## src/hw/rtl/gaussian_prime_test_defines.svh

```systemverilog
// Assertion macros for the Gaussian prime test block.
// Included by the RTL files that assert; no other dependencies.
`ifndef GAUSSIAN_PRIME_TEST_DEFINES_SVH
`define GAUSSIAN_PRIME_TEST_DEFINES_SVH
`ifndef SYNTHESIS
`define GPT_ASSERT(label, clk, rst_n, prop) \
	label: assert property (@(posedge clk) disable iff (!rst_n) prop) \
		else $error("assertion failed");
`define GPT_ASSERT_NR(label, clk, prop) \
	label: assert property (@(posedge clk) prop) else $error("assertion failed");
`else
`define GPT_ASSERT(label, clk, rst_n, prop)
`define GPT_ASSERT_NR(label, clk, prop)
`endif
`endif

```

## src/hw/rtl/gpt_pkg.sv

```systemverilog
// Package for the Gaussian prime test: state encoding, constants, tables.
// No dependencies.
`default_nettype none
package gpt_pkg;
	localparam int NW = 64;
	localparam logic [63:0] SPLIT1 = 64'd25326001;
	localparam logic [63:0] SPLIT2 = 64'd3215031751;
	localparam logic [63:0] WIDE_LIMIT = 64'h1_0000_0000;
	localparam logic [63:0] TRIAL_SQ = 64'd9409;
	localparam int NUM_TRIAL = 24;

	typedef enum logic [4:0] {
		ST_IDLE, ST_SQA, ST_SQB, ST_SUM, ST_CHECK, ST_TRIAL, ST_TRIAL_END,
		ST_DECOMP, ST_WIT, ST_POW_INIT, ST_POW_STEP, ST_POW_MR, ST_POW_MB,
		ST_POW_CHK, ST_SQR, ST_SQR_CHK, ST_NEXTW, ST_DONE
	} state_t;

	function automatic logic [6:0] trial_prime(input logic [4:0] i);
		case (i)
			5'd0: trial_prime = 7'd3;   5'd1: trial_prime = 7'd5;
			5'd2: trial_prime = 7'd7;   5'd3: trial_prime = 7'd11;
			5'd4: trial_prime = 7'd13;  5'd5: trial_prime = 7'd17;
			5'd6: trial_prime = 7'd19;  5'd7: trial_prime = 7'd23;
			5'd8: trial_prime = 7'd29;  5'd9: trial_prime = 7'd31;
			5'd10: trial_prime = 7'd37; 5'd11: trial_prime = 7'd41;
			5'd12: trial_prime = 7'd43; 5'd13: trial_prime = 7'd47;
			5'd14: trial_prime = 7'd53; 5'd15: trial_prime = 7'd59;
			5'd16: trial_prime = 7'd61; 5'd17: trial_prime = 7'd67;
			5'd18: trial_prime = 7'd71; 5'd19: trial_prime = 7'd73;
			5'd20: trial_prime = 7'd79; 5'd21: trial_prime = 7'd83;
			5'd22: trial_prime = 7'd89; 5'd23: trial_prime = 7'd97;
			default: trial_prime = 7'd3;
		endcase
	endfunction

	function automatic logic [5:0] witness(input logic [3:0] i);
		case (i)
			4'd0: witness = 6'd2;   4'd1: witness = 6'd3;
			4'd2: witness = 6'd5;   4'd3: witness = 6'd7;
			4'd4: witness = 6'd11;  4'd5: witness = 6'd13;
			4'd6: witness = 6'd17;  4'd7: witness = 6'd19;
			4'd8: witness = 6'd23;  4'd9: witness = 6'd29;
			4'd10: witness = 6'd31; 4'd11: witness = 6'd37;
			default: witness = 6'd2;
		endcase
	endfunction
endpackage
`default_nettype wire

```

## src/hw/rtl/gpt_mulmod.sv

```systemverilog
// Bit-serial modular multiplier: acc = x*y mod m, one bit of y per cycle.
// Depends on gpt_pkg. Inputs x, y must be below m; all three are latched at start.
`default_nettype none
module gpt_mulmod (
	input  wire logic clk,
	input  wire logic arst_n,
	input  wire logic start,
	input  wire logic [gpt_pkg::NW-1:0] x,
	input  wire logic [gpt_pkg::NW-1:0] y,
	input  wire logic [gpt_pkg::NW-1:0] m,
	output logic done,
	output logic [gpt_pkg::NW-1:0] prod
);
	import gpt_pkg::*;
	`include "gaussian_prime_test_defines.svh"

	logic [NW-1:0] acc_q, x_q, y_q, m_q;
	logic [6:0] cnt_q;
	logic run_q;
	logic [NW:0] dbl, dsub, add1, asub;
	logic [NW-1:0] a2, a3;

	// double, reduce, then conditionally add x, reduce (65-bit sums)
	always_comb begin
		dbl = {acc_q, 1'b0};
		dsub = dbl - {1'b0, m_q};
		a2 = dsub[NW] ? dbl[NW-1:0] : dsub[NW-1:0];
		add1 = {1'b0, a2} + {1'b0, x_q};
		asub = add1 - {1'b0, m_q};
		a3 = y_q[NW-1] ? (asub[NW] ? add1[NW-1:0] : asub[NW-1:0]) : a2;
	end

	always_ff @(posedge clk or negedge arst_n) begin
		if (!arst_n) begin
			run_q <= 1'b0;
			cnt_q <= '0;
			done <= 1'b0;
		end else begin
			done <= 1'b0;
			if (start) begin
				run_q <= 1'b1;
				cnt_q <= 7'(NW);
			end else if (run_q) begin
				cnt_q <= cnt_q - 7'd1;
				if (cnt_q == 7'd1) begin
					run_q <= 1'b0;
					done <= 1'b1;
				end
			end
		end
	end

	always_ff @(posedge clk) begin
		if (start) begin
			acc_q <= '0;
			x_q <= x;
			y_q <= y;
			m_q <= m;
		end else if (run_q) begin
			acc_q <= a3;
			y_q <= {y_q[NW-2:0], 1'b0};
		end
	end

	assign prod = acc_q;

	`GPT_ASSERT(a_done_after_run, clk, arst_n, done |-> $past(run_q))
	`GPT_ASSERT(a_acc_below_m, clk, arst_n, (run_q && !start) |=> (acc_q < m_q))
	`GPT_ASSERT(a_no_restart, clk, arst_n, start |=> run_q)
endmodule
`default_nettype wire

```

## config.mk

```make
export PLATFORM = sky130hd
export DESIGN_NAME = gpt_mulmod
export DESIGN_NICKNAME = d
export VERILOG_FILES = /design/src/hw/rtl/gpt_pkg.sv /design/src/hw/rtl/gpt_mulmod.sv
export VERILOG_INCLUDE_DIRS = /design/src /design/src/hw/rtl
export SDC_FILE = /design/constraint.sdc
export NUM_CORES = 1
export LEC_CHECK = 0
export BUFFER_PORTS_ARGS = -buffer_cell sky130_fd_sc_hd__buf_2
export CORE_ASPECT_RATIO = 0.5
export CORE_MARGIN = 2
export CORE_UTILIZATION = 45
export DETAILED_ROUTE_END_ITERATION = 10
export SKIP_CTS_REPAIR_TIMING = 1
export SYNTH_ARGS = -nofsm -noshare
export SYNTH_HDL_FRONTEND = slang
export SYNTH_SLANG_ARGS = --single-unit
```

## constraint.sdc

```tcl
create_clock -name clk -period 8.6 [get_ports clk]
set_clock_uncertainty 0.05 [all_clocks]
set_input_delay 1.29 -clock clk [delete_from_list [all_inputs] [get_ports clk]]
set_output_delay 1.29 -clock clk [all_outputs]
set_load 0.02 [all_outputs]
```

After elaboration in Yosys (flattened, before gate mapping)
Index checks and enable logic that the tools add are counted.
- register bits after elaboration: 265
- output and inout bits: 65
- logic and storage cells: 26
- $add $sub $neg: 4
- equality and inequality tests: 1
- muxes and demuxes: 13
- reduce and logical (&&, ||, !) cells: 1
- operators with widths (operator ; number):
    $mux 64 ; 5
    $sub 65x64->65 ; 2
    $add 64x64->65 ; 1
    $mux 7 ; 2
    $eq 7x1->1 const B ; 1
    $sub 7x1->7 const B ; 1
    $mux 1 ; 6
    $reduce_bool 2->1 ; 1

Depth between registers and ports, before layout
- word-level depth: 6
- depth in mapped cells: 41

Worst setup path after synthesis
Ideal clock, no wire load.
- kind: reg2reg
- from: reg acc_q[13] (netlist: prod[13])
- to: reg acc_q[45] (netlist: prod[45])
- library setup time: 0.192 ns
- arrival: 7.699 ns
- required time: 8.358 ns
- path slack: 0.659 ns
- cell stages (with the launch flop): 37
- path through: dfxtp_1 -> ha_1 -> buf_2 -> and4_1 -> nand3_1 -> or3b_1 -> o211a_2 -> a211oi_1 -> o21ai_1 -> a21oi_2 -> xor2_2 -> buf_4 -> mux2_2 -> ha_1 -> and3_1 -> nand3_1 -> or2_2 -> a2111oi_2 -> nor3_2 -> a21oi_2 -> a31oi_1 -> o21bai_2 -> xor2_1 -> ha_1 -> clkbuf_1 -> a21oi_1 -> o21ai_1 -> a21o_1 -> a211o_1 -> a211oi_1 -> o41a_1 -> o21ai_2 -> xnor2_2 -> buf_6 -> buf_4 -> mux2i_1 -> o221ai_1
- cells in the longest elaborated chain, start to end: 6
- RTL lines (item ; RTL line ; text):
    start, declared ; gpt_mulmod.sv:17 ; logic [NW-1:0] acc_q, x_q, y_q, m_q;
    start signal, assigned ; gpt_mulmod.sv:55 ; acc_q <= '0;
    start signal, assigned ; gpt_mulmod.sv:60 ; acc_q <= a3;
    $sub 65x64->65 ; gpt_mulmod.sv:26 ; dsub = dbl - {1'b0, m_q};
    $mux 64 (*) ; gpt_mulmod.sv:27 ; a2 = dsub[NW] ? dbl[NW-1:0] : dsub[NW-1:0];
    $add 64x64->65 ; gpt_mulmod.sv:28 ; add1 = {1'b0, a2} + {1'b0, x_q};
    $sub 65x64->65 ; gpt_mulmod.sv:29 ; asub = add1 - {1'b0, m_q};
    $mux 64 ; gpt_mulmod.sv:30 ; a3 = y_q[NW-1] ? (asub[NW] ? add1[NW-1:0] : asub[NW-1:0]) : a2;
    $mux 64 (*) ; gpt_mulmod.sv:30 ;
Mark *: on every way between the ends. The rest lies on a longest branch, timed or not.
A chain may end at the register's enable or synchronous reset.

Worst setup path in the final report
- from: reg m_q[17]
- to: reg acc_q[55] (netlist: prod[55])
- cells in the longest elaborated chain, start to end: 6
- RTL lines (item ; RTL line ; text):
    start, declared ; gpt_mulmod.sv:17 ;
    start signal, assigned ; gpt_mulmod.sv:58 ; m_q <= m;
    $sub 65x64->65 ; gpt_mulmod.sv:26 ;
    $mux 64 ; gpt_mulmod.sv:27 ;
    $add 64x64->65 ; gpt_mulmod.sv:28 ;
    $sub 65x64->65 ; gpt_mulmod.sv:29 ;
    $mux 64 ; gpt_mulmod.sv:30 ;
    $mux 64 (*) ; gpt_mulmod.sv:30 ;
Marked as above.

==> results.cfg <==
[clocking]
numCtsBuffers = 27
clock_path_buffers = 3
cts.reportedPaths.clkPinSlew_ns = 0.07
tritoncts = done
htree_levels = 1
clk_latency_ns = 0.62
clock_sink_count = 265
clock-root-buffer = sky130_fd_sc_hd__clkbuf_16

[layout]
post-route-util_pct = 62.7
mostFrequentLayoutCell = sky130_fd_sc_hd__buf_4
layout-drive-gt1-share_pct = 35.2
area_delta_synth_final_pct = 36.5
layout_common_cells = 650 x sky130_fd_sc_hd__buf_4, 282 x sky130_fd_sc_hd__a21oi_1, 258 x sky130_fd_sc_hd__buf_2, 232 x sky130_fd_sc_hd__nand2_1, 192 x sky130_fd_sc_hd__edfxtp_1
layout.nets = 3762

[worst_setup_path]
worst-endpoint-required_ns = 9.05
cp-end-kind = register
setup.worst_path.class = register to register
regToRegStartpoint = m_q[17]$_DFFE_PP_
arrival_time_worst_endpoint_ns = 8.89
start_kind = register
cpPeakStageDelay_ns = 0.43
crit_top_cell = sky130_fd_sc_hd__buf_4
worstPathMaxFanout = 8
crit_start = m_q[17]$_DFFE_PP_
critPathSlowestCell = sky130_fd_sc_hd__a311o_1

[timing]
finalSetupTns_ns = 0
fin_worst_hold_slack_ns = 0.480
setup_violations = 0
slew_violations = 0
post-route-period-util_pct = 98.1
maxSlewHeadroom_pct = 25.9
peak_clock_frequency_supported_by_timing_mhz = 118
period_needed_ns = 8.44
tightest_slew_ns = 1.10
finalHoldViolCount = 0

[floorplan]
top_level_ports = 260
dieHeight_um = 162
die_width_um = 320
initial_core_util_pct = 45.9
core_region_area_um2 = 48900
die_area_um2 = 51800
std_cell_rows = 57

[outcome]
status = finished, final reports clean

[routing]
dr.pass1.iters = 7
post_drt_via_cell_ratio = 5.72
post_route_drc_violation_count = 0
vias = 23120
detailedRoute.firstIterationViolations = 1999
ant_nets = 0
drt-wirelength-per-cell_um = 21.2
finalWirelength_mm = 85.6

[logic_synthesis]
synth_warnings = 0
synthesis.nets = 2938
synth-edff-count = 192
synthArstFlopShare_pct = 3.40
postSynthRegisterBits = 265
sequential_element_share_of_the_synthesized_area_pct = 32.4
synth_top_flop_cell = sky130_fd_sc_hd__edfxtp_1
synth_top_cells_by_area = sky130_fd_sc_hd__edfxtp_1 26%, sky130_fd_sc_hd__ha_1 11%, sky130_fd_sc_hd__a21oi_1 6.8%
area_share_of_the_largest_cell_type_after_synthesis_pct = 25.7
syn_area_per_cell_um2 = 8.82
yosysUniqueCellTypes = 98
synth_largest_area_cell = sky130_fd_sc_hd__edfxtp_1
syn_area_um2 = 22500
postSynthCellCount = 2547

[placed_design]
dpl.hpwl_mm = 69.3
placement.io_buffers = 259
gp_congestion = 1.05

[global_route]
number_of_antenna_violations_at_the_first_check_in_global_routing = 1
grt.overflow.total = 0
grt_first_pass_wirelength_mm = 127
grt_use_total_pct = 31.7
grt_pass1_vias = 22111
grt_start_max_net_pins = 78

[hold_path]
hold_path.class = input pin to asynchronous set/reset pin

[run]
max_cap_violations = 0
[synthesized netlist by cell type, types with 5 or more instances]
| cell | n |
|---|---|
| sky130_fd_sc_hd__nand2b_1 | 18 |
| sky130_fd_sc_hd__nand4_1 | 54 |
| sky130_fd_sc_hd__clkbuf_1 | 88 |
| sky130_fd_sc_hd__a31o_2 | 6 |
| sky130_fd_sc_hd__nand3_1 | 48 |
| sky130_fd_sc_hd__mux2_2 | 91 |
| sky130_fd_sc_hd__and2_1 | 19 |
| sky130_fd_sc_hd__mux2i_1 | 15 |
| sky130_fd_sc_hd__o21a_1 | 24 |
| sky130_fd_sc_hd__o2111ai_1 | 6 |
| sky130_fd_sc_hd__buf_2 | 24 |
| sky130_fd_sc_hd__a21oi_1 | 304 |
| sky130_fd_sc_hd__inv_1 | 124 |
| sky130_fd_sc_hd__a41oi_1 | 7 |
| sky130_fd_sc_hd__o21ai_0 | 142 |
| sky130_fd_sc_hd__and3_1 | 20 |
| sky130_fd_sc_hd__o31ai_1 | 5 |
| sky130_fd_sc_hd__a22oi_1 | 16 |
| sky130_fd_sc_hd__or3_1 | 14 |
| sky130_fd_sc_hd__ha_1 | 193 |
| sky130_fd_sc_hd__dfrtp_1 | 9 |
| sky130_fd_sc_hd__o211ai_1 | 24 |
| sky130_fd_sc_hd__a21o_1 | 101 |
| sky130_fd_sc_hd__and4_1 | 9 |
| sky130_fd_sc_hd__o21bai_1 | 43 |
| sky130_fd_sc_hd__xnor2_1 | 106 |
| sky130_fd_sc_hd__nor3_1 | 32 |
| sky130_fd_sc_hd__a211o_1 | 7 |
| sky130_fd_sc_hd__or2_2 | 9 |
| sky130_fd_sc_hd__dfxtp_1 | 64 |
| sky130_fd_sc_hd__nor2b_1 | 30 |
| sky130_fd_sc_hd__xor2_1 | 72 |
| sky130_fd_sc_hd__a221oi_1 | 7 |
| sky130_fd_sc_hd__a211oi_1 | 32 |
| sky130_fd_sc_hd__nand2_1 | 233 |
| sky130_fd_sc_hd__a31oi_1 | 23 |
| sky130_fd_sc_hd__nor2_1 | 164 |
| sky130_fd_sc_hd__buf_6 | 8 |
| sky130_fd_sc_hd__edfxtp_1 | 192 |
| sky130_fd_sc_hd__a21boi_0 | 9 |
| sky130_fd_sc_hd__o221ai_1 | 5 |
| sky130_fd_sc_hd__o21ai_1 | 10 |
| sky130_fd_sc_hd__a221o_1 | 38 |
[per-layer routing]
metal / GRT usage, % / part of all wire (%) / vias up
met1: 41.8 / 44 / 10988
met4: 12.0 / 4.4 / 0
met3: 4.34 / 5.9 / 172
met5: 0 / 0 / -
li1: - / - / 11144
met2: 53.2 / 46 / 816
[through the flow]
stage	setup slack, ns	cell area (um^2)	cells
final	0.161	30700	4042
after global routing	-0.0658	30700	4041
after CTS	-0.283	29900	4019
after detailed placement	-0.201	28900	3969
after global placement	-0.208	28900	3969
after floorplan	0.659	22500	2547
[area by class of cell]
| class | instances | area (um^2) |
|---|---|---|
| Sequential cell | 265 | 7270 |
| Fill cell | 4365 | 18300 |
| Clock buffer | 36 | 759 |
| Timing Repair Buffer | 923 | 6440 |
| Tap cell | 649 | 812 |
| Clock inverter | 14 | 190 |
| Multi-Input combinational cell | 2030 | 14700 |
| Inverter | 124 | 465 |
| Antenna cell | 1 | 2.50 |
[logic make-up after synthesis]
family	count (synthesis)	share of synthesized area (%)
compound gates	870	25.2
simple gates	678	14.4
flops	265	32.4
buf+inv	252	4.67
fa+ha+maj	196	11.0
xor+xnor	180	7.09
mux	106	5.23
[registers in the layout, indices dropped and copies added, names as in the netlist]
| signal | count |
|---|---|
| cnt_q | 7 |
| done | 1 |
| m_q | 64 |
| prod | 64 |
| run_q | 1 |
| x_q | 64 |
| y_q | 64 |
[final timing paths]
| check | endpoint | slack [ns] | cells past startpoint |
|---|---|---|---|
| worst max-delay path | prod[55]$_SDFFE_PP0P_ | 0.16 | 37 |
| worst min-delay path | cnt_q[6]$_DFFE_PN0P_ | 0.48 | 1 |
| worst max register to register | prod[55]$_SDFFE_PP0P_ | 0.16 | 37 |
| worst min register to register | y_q[59]$_DFFE_PP_ | 0.49 | 1 |
| max in group asynchronous | cnt_q[1]$_DFFE_PN0P_ | 7.84 | 1 |
| min in group clk | y_q[59]$_DFFE_PP_ | 0.49 | 1 |
[worst max-delay path: cells and delay by family (launching register included)]
kind	cells	cell delay, ns
multiplexers	2	0.52
AND/OR/NAND/NOR	5	1.19
adder cells (fa/ha/maj)	3	1.00
flip-flops	1	0.32
AO/OA/AOI/OAI	16	3.61
buffers and inverters	8	1.06
XOR/XNOR	3	0.59
Power is left out: the tool's default activity adds up to more than one toggle a clock period on the data nets, which glitch-free logic cannot reach.
